**src/dbsw_pkg.sv**
```systemverilog
// ----------------------------------------------------------------------------
// dbsw_pkg
// Shared types and constants of the debounced stopwatch.
// ----------------------------------------------------------------------------
`default_nettype none

package dbsw_pkg;

  localparam int unsigned TICK_W   = 10;  // width of the tick registers
  localparam int unsigned HOLD_W   = 11;  // debounce hold counter
  localparam int unsigned MIN_W    = 7;
  localparam int unsigned SEC_W    = 6;
  localparam int unsigned MS_W     = 10;
  localparam int unsigned CFG_IDX_W = 1;
  localparam int unsigned S_DATA_W = 8;
  localparam int unsigned M_DATA_W = 32;

  localparam int unsigned QUEUE_DEPTH = 2;

  localparam logic [TICK_W-1:0] DEFAULT_TICKS = TICK_W'(50);
  localparam logic [HOLD_W-1:0] HOLD_MAX      = {HOLD_W{1'b1}};
  localparam logic [TICK_W-1:0] REFRESH_MAX   = {TICK_W{1'b1}};
  localparam logic [MS_W-1:0]   MS_LAST       = MS_W'(999);
  localparam logic [SEC_W-1:0]  SEC_LAST      = SEC_W'(59);
  localparam logic [MIN_W-1:0]  MIN_LAST      = MIN_W'(99);

  // configuration register indexes
  localparam logic [CFG_IDX_W-1:0] REG_DEBOUNCE = 1'b0;
  localparam logic [CFG_IDX_W-1:0] REG_REFRESH  = 1'b1;

  // classified button events of one tick
  typedef struct packed {
    logic a_press;
    logic b_press;
  } evt_t;

  // queue status toward the front and back
  typedef struct packed {
    logic full;
    logic empty;
  } q_stat_t;

  typedef struct packed {
    logic             reset_event;
    logic             paused_event;
    logic             started_event;
    logic             refresh_strobe;
    logic             running;
    logic [MS_W-1:0]  millis;
    logic [SEC_W-1:0] seconds;
    logic [MIN_W-1:0] minutes;
  } result_t;

endpackage

`default_nettype wire

```
**src/dbsw_debounce.sv**
```systemverilog
// ----------------------------------------------------------------------------
// dbsw_debounce
// Debouncer for one active-low button; flags a newly accepted press.
// ----------------------------------------------------------------------------
`default_nettype none

module dbsw_debounce (
  input  wire logic                        clk_i,
  input  wire logic                        rst_ni,
  input  wire logic                        en_i,
  input  wire logic                        raw_i,
  input  wire logic [dbsw_pkg::TICK_W-1:0] debounce_ticks_i,
  output logic                             press_o
);

  logic                        last_q, last_d;
  logic                        stable_q, stable_d;
  logic [dbsw_pkg::HOLD_W-1:0] hold_q, hold_d;

  always_comb begin
    press_o  = 1'b0;
    stable_d = stable_q;
    last_d   = raw_i;
    if (raw_i != last_q) begin
      hold_d = '0;
    end else if (hold_q != dbsw_pkg::HOLD_MAX) begin
      hold_d = hold_q + 1'b1;
    end else begin
      hold_d = hold_q;
    end
    if ((hold_d > {1'b0, debounce_ticks_i}) && (raw_i != stable_q)) begin
      stable_d = raw_i;
      press_o  = ~raw_i;
    end
  end

  always_ff @(posedge clk_i or negedge rst_ni) begin
    if (!rst_ni) begin
      last_q   <= 1'b1;
      stable_q <= 1'b1;
      hold_q   <= '0;
    end else if (en_i) begin
      last_q   <= last_d;
      stable_q <= stable_d;
      hold_q   <= hold_d;
    end
  end

endmodule

`default_nettype wire

```
**src/dbsw_front.sv**
```systemverilog
// ----------------------------------------------------------------------------
// dbsw_front
// Accepts tick beats, debounces both buttons and pushes the press events.
// ----------------------------------------------------------------------------
`default_nettype none

module dbsw_front (
  input  wire logic                        clk_i,
  input  wire logic                        rst_ni,
  input  wire logic                        tick_valid_i,
  output logic                             tick_ready_o,
  input  wire logic                        button_a_level_i,
  input  wire logic                        button_b_level_i,
  input  wire logic [dbsw_pkg::TICK_W-1:0] debounce_ticks_i,
  input  wire dbsw_pkg::q_stat_t           q_stat_i,
  output logic                             push_o,
  output dbsw_pkg::evt_t                   push_evt_o
);

  logic take;
  logic a_press, b_press;

  assign tick_ready_o = ~q_stat_i.full;
  assign take         = tick_valid_i & ~q_stat_i.full;

  dbsw_debounce u_deb_a (
    .clk_i            (clk_i),
    .rst_ni           (rst_ni),
    .en_i             (take),
    .raw_i            (button_a_level_i),
    .debounce_ticks_i (debounce_ticks_i),
    .press_o          (a_press)
  );

  dbsw_debounce u_deb_b (
    .clk_i            (clk_i),
    .rst_ni           (rst_ni),
    .en_i             (take),
    .raw_i            (button_b_level_i),
    .debounce_ticks_i (debounce_ticks_i),
    .press_o          (b_press)
  );

  assign push_o             = take;
  assign push_evt_o.a_press = a_press;
  assign push_evt_o.b_press = b_press;

endmodule

`default_nettype wire

```
**src/dbsw_queue.sv**
```systemverilog
// ----------------------------------------------------------------------------
// dbsw_queue
// Small event FIFO between the front and the back.
// ----------------------------------------------------------------------------
`default_nettype none

module dbsw_queue #(
  parameter int unsigned Depth = dbsw_pkg::QUEUE_DEPTH  // at least 2
) (
  input  wire logic           clk_i,
  input  wire logic           rst_ni,
  input  wire logic           push_i,
  input  wire dbsw_pkg::evt_t push_evt_i,
  input  wire logic           pop_i,
  output dbsw_pkg::evt_t      head_o,
  output dbsw_pkg::q_stat_t   stat_o
);

  localparam int unsigned PtrW = $clog2(Depth);
  localparam int unsigned CntW = $clog2(Depth + 1);
  localparam logic [PtrW-1:0] PtrLast = PtrW'(Depth - 1);
  localparam logic [CntW-1:0] CntFull = CntW'(Depth);

  dbsw_pkg::evt_t  mem_q [Depth];
  logic [PtrW-1:0] wr_ptr_q, wr_ptr_d;
  logic [PtrW-1:0] rd_ptr_q, rd_ptr_d;
  logic [CntW-1:0] count_q, count_d;

  always_comb begin
    wr_ptr_d = wr_ptr_q;
    rd_ptr_d = rd_ptr_q;
    count_d  = count_q;
    if (push_i) begin
      wr_ptr_d = (wr_ptr_q == PtrLast) ? '0 : wr_ptr_q + 1'b1;
    end
    if (pop_i) begin
      rd_ptr_d = (rd_ptr_q == PtrLast) ? '0 : rd_ptr_q + 1'b1;
    end
    if (push_i && !pop_i) begin
      count_d = count_q + 1'b1;
    end else if (!push_i && pop_i) begin
      count_d = count_q - 1'b1;
    end
  end

  always_ff @(posedge clk_i or negedge rst_ni) begin
    if (!rst_ni) begin
      wr_ptr_q <= '0;
      rd_ptr_q <= '0;
      count_q  <= '0;
    end else begin
      wr_ptr_q <= wr_ptr_d;
      rd_ptr_q <= rd_ptr_d;
      count_q  <= count_d;
    end
  end

  always_ff @(posedge clk_i) begin
    if (push_i) begin
      mem_q[wr_ptr_q] <= push_evt_i;
    end
  end

  assign head_o       = mem_q[rd_ptr_q];
  assign stat_o.full  = (count_q == CntFull);
  assign stat_o.empty = (count_q == '0);

endmodule

`default_nettype wire

```
**src/dbsw_back.sv**
```systemverilog
// ----------------------------------------------------------------------------
// dbsw_back
// Run/pause control, time counters and refresh strobe; holds the result beat.
// ----------------------------------------------------------------------------
`default_nettype none

module dbsw_back (
  input  wire logic                        clk_i,
  input  wire logic                        rst_ni,
  input  wire dbsw_pkg::q_stat_t           q_stat_i,
  input  wire dbsw_pkg::evt_t              head_i,
  output logic                             pop_o,
  input  wire logic [dbsw_pkg::TICK_W-1:0] refresh_ticks_i,
  output logic                             res_valid_o,
  input  wire logic                        res_ready_i,
  output dbsw_pkg::result_t                res_o
);

  logic                        run_q, run_d;
  logic [dbsw_pkg::MS_W-1:0]   ms_q, ms_d;
  logic [dbsw_pkg::SEC_W-1:0]  sec_q, sec_d;
  logic [dbsw_pkg::MIN_W-1:0]  min_q, min_d;
  logic [dbsw_pkg::TICK_W-1:0] rfr_q, rfr_d, rfr_inc;
  logic                        out_valid_q;
  dbsw_pkg::result_t           out_q, out_d;
  logic                        at_max;
  logic                        started, paused, cleared, strobe;

  assign pop_o  = ~q_stat_i.empty & (~out_valid_q | res_ready_i);
  assign at_max = (min_q == dbsw_pkg::MIN_LAST) && (sec_q == dbsw_pkg::SEC_LAST) &&
                  (ms_q == dbsw_pkg::MS_LAST);

  always_comb begin
    ms_d    = ms_q;
    sec_d   = sec_q;
    min_d   = min_q;
    run_d   = run_q;
    started = 1'b0;
    paused  = 1'b0;
    cleared = 1'b0;
    strobe  = 1'b0;

    // time advances on the state before this tick's buttons
    if (run_q && !at_max) begin
      if (ms_q == dbsw_pkg::MS_LAST) begin
        ms_d = '0;
        if (sec_q == dbsw_pkg::SEC_LAST) begin
          sec_d = '0;
          min_d = min_q + 1'b1;
        end else begin
          sec_d = sec_q + 1'b1;
        end
      end else begin
        ms_d = ms_q + 1'b1;
      end
    end

    if (head_i.a_press) begin
      run_d   = ~run_q;
      started = ~run_q;
      paused  = run_q;
    end

    // clear only when stopped after A has been handled
    if (head_i.b_press && !run_d) begin
      ms_d    = '0;
      sec_d   = '0;
      min_d   = '0;
      cleared = 1'b1;
    end

    rfr_inc = (rfr_q == dbsw_pkg::REFRESH_MAX) ? rfr_q : rfr_q + 1'b1;
    if (rfr_inc >= refresh_ticks_i) begin
      rfr_d  = '0;
      strobe = 1'b1;
    end else begin
      rfr_d  = rfr_inc;
    end

    out_d.minutes        = min_d;
    out_d.seconds        = sec_d;
    out_d.millis         = ms_d;
    out_d.running        = run_d;
    out_d.refresh_strobe = strobe | cleared;
    out_d.started_event  = started;
    out_d.paused_event   = paused;
    out_d.reset_event    = cleared;
  end

  always_ff @(posedge clk_i or negedge rst_ni) begin
    if (!rst_ni) begin
      run_q       <= 1'b0;
      ms_q        <= '0;
      sec_q       <= '0;
      min_q       <= '0;
      rfr_q       <= '0;
      out_valid_q <= 1'b0;
    end else begin
      if (pop_o) begin
        run_q <= run_d;
        ms_q  <= ms_d;
        sec_q <= sec_d;
        min_q <= min_d;
        rfr_q <= rfr_d;
      end
      if (pop_o) begin
        out_valid_q <= 1'b1;
      end else if (res_ready_i) begin
        out_valid_q <= 1'b0;
      end
    end
  end

  always_ff @(posedge clk_i) begin
    if (pop_o) begin
      out_q <= out_d;
    end
  end

  assign res_valid_o = out_valid_q;
  assign res_o       = out_q;

endmodule

`default_nettype wire

```
**src/debounced_stopwatch.sv**
```systemverilog
// ----------------------------------------------------------------------------
// debounced_stopwatch
// Debounced start/pause and clear buttons driving an mm:ss:ms stopwatch.
// ----------------------------------------------------------------------------
// Usage:
//   Slave stream: one beat per millisecond tick, carrying the raw active-low
//   levels of the start/pause button and the clear button.
//   Master stream: one result beat per tick with the time after that tick,
//   the running flag, the display refresh strobe and the event flags.
//   Config port: cfg_we_i writes debounce_ticks (index 0) or refresh_ticks
//   (index 1), both reset to 50; the user writes only while the block is idle.
// Path: the edge that takes a tick beat also writes its events into the
//   queue; the counter stage then pops them and loads the output register,
//   which drives m_axis_tvalid.
// Throughput: one beat per cycle while m_axis_tready is high; the counter
//   stage and the output register each take a new tick as the last leaves.
// Reset: buttons read as released, the stopwatch is stopped at 00:00:000,
//   the event queue and the output register are empty and the refresh
//   counter is zero.
// Stall: while m_axis_tready is low the result beat holds, the two-entry
//   event queue fills and s_axis_tready drops once it is full.
// ----------------------------------------------------------------------------
`default_nettype none

module debounced_stopwatch #(
  parameter int unsigned QueueDepth = dbsw_pkg::QUEUE_DEPTH
) (
  input  wire logic                           clk_i,
  input  wire logic                           rst_ni,
  input  wire logic                           s_axis_tvalid,
  output logic                                s_axis_tready,
  // [0] button_a_level, [1] button_b_level, [7:2] zero
  input  wire logic [dbsw_pkg::S_DATA_W-1:0]  s_axis_tdata,
  output logic                                m_axis_tvalid,
  input  wire logic                           m_axis_tready,
  // [6:0] minutes, [12:7] seconds, [22:13] millis, [23] running,
  // [24] refresh_strobe, [25] started_event, [26] paused_event,
  // [27] reset_event, [31:28] zero
  output logic [dbsw_pkg::M_DATA_W-1:0]       m_axis_tdata,
  input  wire logic                           cfg_we_i,
  input  wire logic [dbsw_pkg::CFG_IDX_W-1:0] cfg_idx_i,
  input  wire logic [dbsw_pkg::TICK_W-1:0]    cfg_data_i
);

  logic [dbsw_pkg::TICK_W-1:0] debounce_q;
  logic [dbsw_pkg::TICK_W-1:0] refresh_q;
  logic                        push, pop;
  dbsw_pkg::evt_t              push_evt, head;
  dbsw_pkg::q_stat_t           q_stat;
  dbsw_pkg::result_t           res;

  always_ff @(posedge clk_i or negedge rst_ni) begin
    if (!rst_ni) begin
      debounce_q <= dbsw_pkg::DEFAULT_TICKS;
      refresh_q  <= dbsw_pkg::DEFAULT_TICKS;
    end else if (cfg_we_i) begin
      unique case (cfg_idx_i)
        dbsw_pkg::REG_DEBOUNCE: debounce_q <= cfg_data_i;
        dbsw_pkg::REG_REFRESH:  refresh_q  <= cfg_data_i;
        default: ;
      endcase
    end
  end

  dbsw_front u_front (
    .clk_i            (clk_i),
    .rst_ni           (rst_ni),
    .tick_valid_i     (s_axis_tvalid),
    .tick_ready_o     (s_axis_tready),
    .button_a_level_i (s_axis_tdata[0]),
    .button_b_level_i (s_axis_tdata[1]),
    .debounce_ticks_i (debounce_q),
    .q_stat_i         (q_stat),
    .push_o           (push),
    .push_evt_o       (push_evt)
  );

  dbsw_queue #(
    .Depth (QueueDepth)
  ) u_queue (
    .clk_i      (clk_i),
    .rst_ni     (rst_ni),
    .push_i     (push),
    .push_evt_i (push_evt),
    .pop_i      (pop),
    .head_o     (head),
    .stat_o     (q_stat)
  );

  dbsw_back u_back (
    .clk_i           (clk_i),
    .rst_ni          (rst_ni),
    .q_stat_i        (q_stat),
    .head_i          (head),
    .pop_o           (pop),
    .refresh_ticks_i (refresh_q),
    .res_valid_o     (m_axis_tvalid),
    .res_ready_i     (m_axis_tready),
    .res_o           (res)
  );

  assign m_axis_tdata = {4'b0000, res.reset_event, res.paused_event, res.started_event,
                         res.refresh_strobe, res.running, res.millis, res.seconds,
                         res.minutes};

  // an event never pops from an empty queue
  a_pop_nonempty: assert property (@(posedge clk_i) disable iff (!rst_ni)
    pop |-> !q_stat.empty)
    else $error("pop from empty event queue");

  // a start leaves the watch running, a pause leaves it stopped
  a_run_events: assert property (@(posedge clk_i) disable iff (!rst_ni)
    m_axis_tvalid |-> (!res.started_event || res.running) &&
                      (!res.paused_event || !res.running))
    else $error("run flag disagrees with start/pause event");

  // a clear only happens while stopped and always refreshes the display
  a_clear: assert property (@(posedge clk_i) disable iff (!rst_ni)
    m_axis_tvalid && res.reset_event |->
      !res.running && res.refresh_strobe && (res.millis == '0) &&
      (res.seconds == '0) && (res.minutes == '0))
    else $error("bad clear result");

  // time fields stay in range
  a_time_range: assert property (@(posedge clk_i) disable iff (!rst_ni)
    m_axis_tvalid |-> (res.millis <= dbsw_pkg::MS_LAST) &&
                      (res.seconds <= dbsw_pkg::SEC_LAST) &&
                      (res.minutes <= dbsw_pkg::MIN_LAST))
    else $error("time field out of range");

endmodule

`default_nettype wire
```
**config.mk**
```make
export PLATFORM = sky130hd
export DESIGN_NAME = debounced_stopwatch
export DESIGN_NICKNAME = d
export VERILOG_FILES = /design/src/dbsw_pkg.sv /design/src/dbsw_debounce.sv /design/src/dbsw_front.sv /design/src/dbsw_queue.sv /design/src/dbsw_back.sv /design/src/debounced_stopwatch.sv
export SDC_FILE = /design/constraint.sdc
export NUM_CORES = 1
export LEC_CHECK = 0
export ABC_AREA = 1
export BUFFER_PORTS_ARGS = -buffer_cell sky130_fd_sc_hd__buf_2
export CAP_MARGIN = 5
export CELL_PAD_IN_SITES_DETAIL_PLACEMENT = 2
export CELL_PAD_IN_SITES_GLOBAL_PLACEMENT = 2
export CORE_ASPECT_RATIO = 0.5
export CORE_MARGIN = 2
export CORE_UTILIZATION = 39
export CTS_CLUSTER_SIZE = 40
export DETAILED_ROUTE_END_ITERATION = 16
export PLACE_DENSITY = 0.95
export SYNTH_ARGS = -nofsm -noshare
export SYNTH_HDL_FRONTEND = slang
export SYNTH_HIERARCHICAL = 1
export SYNTH_SLANG_ARGS = --single-unit
```
**constraint.sdc**
```tcl
create_clock -name clk_i -period 6.4 [get_ports clk_i]
set_input_delay 0.96 -clock clk_i [delete_from_list [all_inputs] [get_ports clk_i]]
set_output_delay 0.96 -clock clk_i [all_outputs]
set_load 0.01 [all_outputs]
```
==> impl_summary.log <==
[metrics] outcome: finished clean
[metrics] Routability Congestion: 0.822
[metrics] first drt pass iteration count: 5
[metrics] area of the mapped netlist: just over 7000 µm²
[metrics] Synth cell types: 46
[metrics] number of placed I/O pins: 58
[metrics] Setup TNS: 0 ns
[metrics] worst supply voltage drop on vdd: 0.233 mV
[metrics] cell types occupying the most area after synthesis: dfrtp_1 (26%), nand2_1 (15%), edfxtp_1 (13%), ha_1 (6.4%), inv_1 (6.1%)
[metrics] count of non-filler cells in the finished layout: approximately 1200
[metrics] total global routing track utilization: 30.3%
[metrics] hold slack: approximately 0.39 ns
[metrics] instance area at placement: ~7600 µm²
[metrics] chip width: 197 µm
[metrics] CTS Buf Count: 17
[metrics] final HPWL from detailed placement: 17.3 mm
[metrics] count of final setup violators: 0
[metrics] max-cap violation count: 0
[metrics] type of the setup path with the least slack: reg2reg
[metrics] total setup buffers inserted after CTS: 0
[metrics] Clock Latency Late Sink: 0.45 ns
[metrics] synthesis-to-layout area growth: 13.4%
[metrics] type of the worst min-delay path: in2async
[metrics] number of gates given a new drive strength after cts: 0
[metrics] Crit. End Element: flip-flop
[metrics] yosys warns: 6
[metrics] headroom to the max-slew limit: 32.7%
[metrics] floorplan core area: 18300 µm²
[metrics] final routed DRC violation total: 0
[metrics] Power Density: 433 nW/µm²
[metrics] total vias in the final route: 6778
[metrics] proportion of synthesized chip area in sequential cells: 42.6%
[metrics] floorplan die area: 19800 µm²
[metrics] setup slack after placement: 2.74 ns
[metrics] grt ovf: 0
[metrics] effective utilization at floorplan: 39.7%
[metrics] number of placed instances, taps included: 1186
[metrics] Critical Path AT: 4.02 ns
[metrics] crit path setup slack, layout: 2.53 ns
[metrics] post-synth top area cell: dfrtp_1
[metrics] maximum fanout along the worst path: 10
[metrics] layout cell share with drive strength beyond 1: around 16%
[metrics] minimum clock period: around 3.9 ns
[metrics] total count of max-transition violations in the final report: 0
[metrics] worst clock skew: 0.0180 ns
[metrics] syn_area_per_cell: 7.88 µm²
[metrics] most frequent cells in the layout: nand2_1 (284), inv_1 (118), dfrtp_1 (75)
[metrics] H-tree depth: 4
[metrics] average wire per cell in the routed design: 23.9 µm
[metrics] flip-flop and latch count after synthesis: between 100 and 150
[metrics] final worst path period share: between 60% and 70%
[metrics] Reg clk slew, reported paths: 0.07 ns
[metrics] number of rows created at floorplan: 35
[metrics] measured slew at the worst slew-check pin: 1.01 ns
[metrics] count of buffers from port buffering: 47
[metrics] TritonCTS clock tree: built
[metrics] maximum frequency from static timing analysis: 0.258 GHz
[metrics] Nets: 1026
[metrics] final hold viol count: 0
[metrics] drt initial violations: 280
[metrics] CTS Buffer Depth: 2
[metrics] sum of routed wire length over all layers: 29.1 mm
[metrics] CTS Hold Buffers Added: 0
[metrics] number of global-route vias before repair: roughly 7800
[metrics] Leakage Power: 4.29 nW
[metrics] wire length of the first global-routing pass: 45.1 mm
[metrics] Die Y: around 100 µm
[metrics] number of antenna violations at the first check in global routing: 1
[metrics] setup repair after global routing missed its margin: no
[metrics] number of instances in the synthesized netlist: 923
[metrics] startpoint type of the worst setup path: flip-flop
[metrics] Post-DRT Antenna Nets: 0
[metrics] number of clock sinks: around 120
[metrics] post-route cell area: 8250 µm²
[metrics] root cell of the clock tree: clkbuf_16
[metrics] maximum number of pins on one net before global-route repair: 72
[metrics] origin of the critical flop-to-flop path: u_back/rfr_q[1]
[metrics] critical path launch point: u_back/rfr_q[1]
[metrics] routed vias/inst: 5.56
[metrics] most common cell after layout, fill and taps aside: nand2_1
[metrics] Worst EP required: 6.55 ns
[metrics] portion of synthesized cell area occupied by the leading cell type: about a quarter
## synth_stat cells (all sizes together)
master / n
nand2: 297
inv: 127
nor2: 82
dfrtp: 75
nand3: 75
o21ai: 64
ha: 37
edfxtp: 32
nand4: 26
a21oi: 20
buf: 20
xor2: 17
dfstp: 10
clkbuf: 9
xnor2: 7
and3: 6
nor3: 5
clkinv: 3
nand3b: 3
a21o: 2
mux2: 2
and2: 1
conb: 1
o21bai: 1
o22ai: 1
## worst paths after layout
check	to	slack, ns	depth (start not counted)
max	u_back/res_o[24]	2.53	14
max reg2reg	u_back/res_o[24]	2.53	14
min in group clk_i	u_front/u_deb_b/stable_q	0.48	2
min	u_front/u_deb_a/hold_q[7]	0.39	1
max in group asynchronous	u_back/ms_q[9]	4.76	2
min reg2reg	u_front/u_deb_b/stable_q	0.48	2
## per-layer routing
metal | up-vias | share of wire, % | routed length [µm] | global-route usage [%]
li1 | 3031 | - | - | -
met1 | 3484 | 40 | 11500 | 32.5
met2 | 178 | 53 | 15500 | 58.5
met3 | 85 | 3.2 | 937 | 6.46
met4 | 0 | 3.8 | 1100 | 12.4
met5 | - | 0 | 0 | 0
## flip-flops by register name, summed over array words and instances, names as in the netlist
name and cells:
u_queue/mem_q 4, u_back/res_o 28, u_back/rfr_q 10, u_queue/count_q 2, debounce_q 10, u_back/min_q 7, refresh_q 10, u_back/res_valid_o 1
u_back/run_q 1, u_back/sec_q 6, u_front/u_deb_a/last_q 1, u_front/u_deb_b/stable_q 1, u_queue/rd_ptr_q 1, u_front/u_deb_b/last_q 1, u_queue/wr_ptr_q 1, u_front/u_deb_b/hold_q 11
u_front/u_deb_a/hold_q 11, u_back/ms_q 10, u_front/u_deb_a/stable_q 1
## final cells by class
class	count	area (µm²)
inverter	130	488
multi-input combinational	650	3500
clock buffer	17	425
tap	240	300
antenna	1	2.50
fill	2028	10100
sequential	117	3100
clock inverter	15	180
timing repair buffer	49	253
## logic make-up after synthesis
kind of cell	count (synthesis)	share of synthesized area (%)
AO/OA/AOI/OAI	88	6.77
AND/OR/NAND/NOR	495	31.4
multiplexers	2	0.309
other	1	0.0515
adder cells (fa/ha/maj)	37	6.36
XOR/XNOR	24	2.89
buffers and inverters	159	9.58
flip-flops	117	42.6
## power by group
part           switching (mW)  internal (mW)  total [mW]
Clock                   0.425          0.615        1.04
Combinational           0.920          0.360        1.28
Sequential              0.213           1.04        1.25
Total                    1.56           2.01        3.57
## stage by stage
stage          utilization, %  power [mW]
2_1_floorplan               -        1.98
3_3_place_gp             41.7        2.24
3_5_place_dp             41.7        2.42
4_1_cts                  45.0        3.57
5_1_grt                  45.0        3.75
6_report                 45.0        3.57
## worst max-delay path, stage by stage, from the launching register on
cell	delay, ns
dfrtp_1	0.44
ha_1	0.25
nand2_1	0.09
inv_1	0.08
nand3_1	0.18
nor2_1	0.19
nand3_1	0.33
o21ai_0	0.34
ha_1	0.37
a21oi_1	0.17
o21ai_0	0.14
nand2_1	0.11
nand2_1	0.07
nor2_1	0.58
nand2_1	0.21
(Power assumes the default switching activity.)
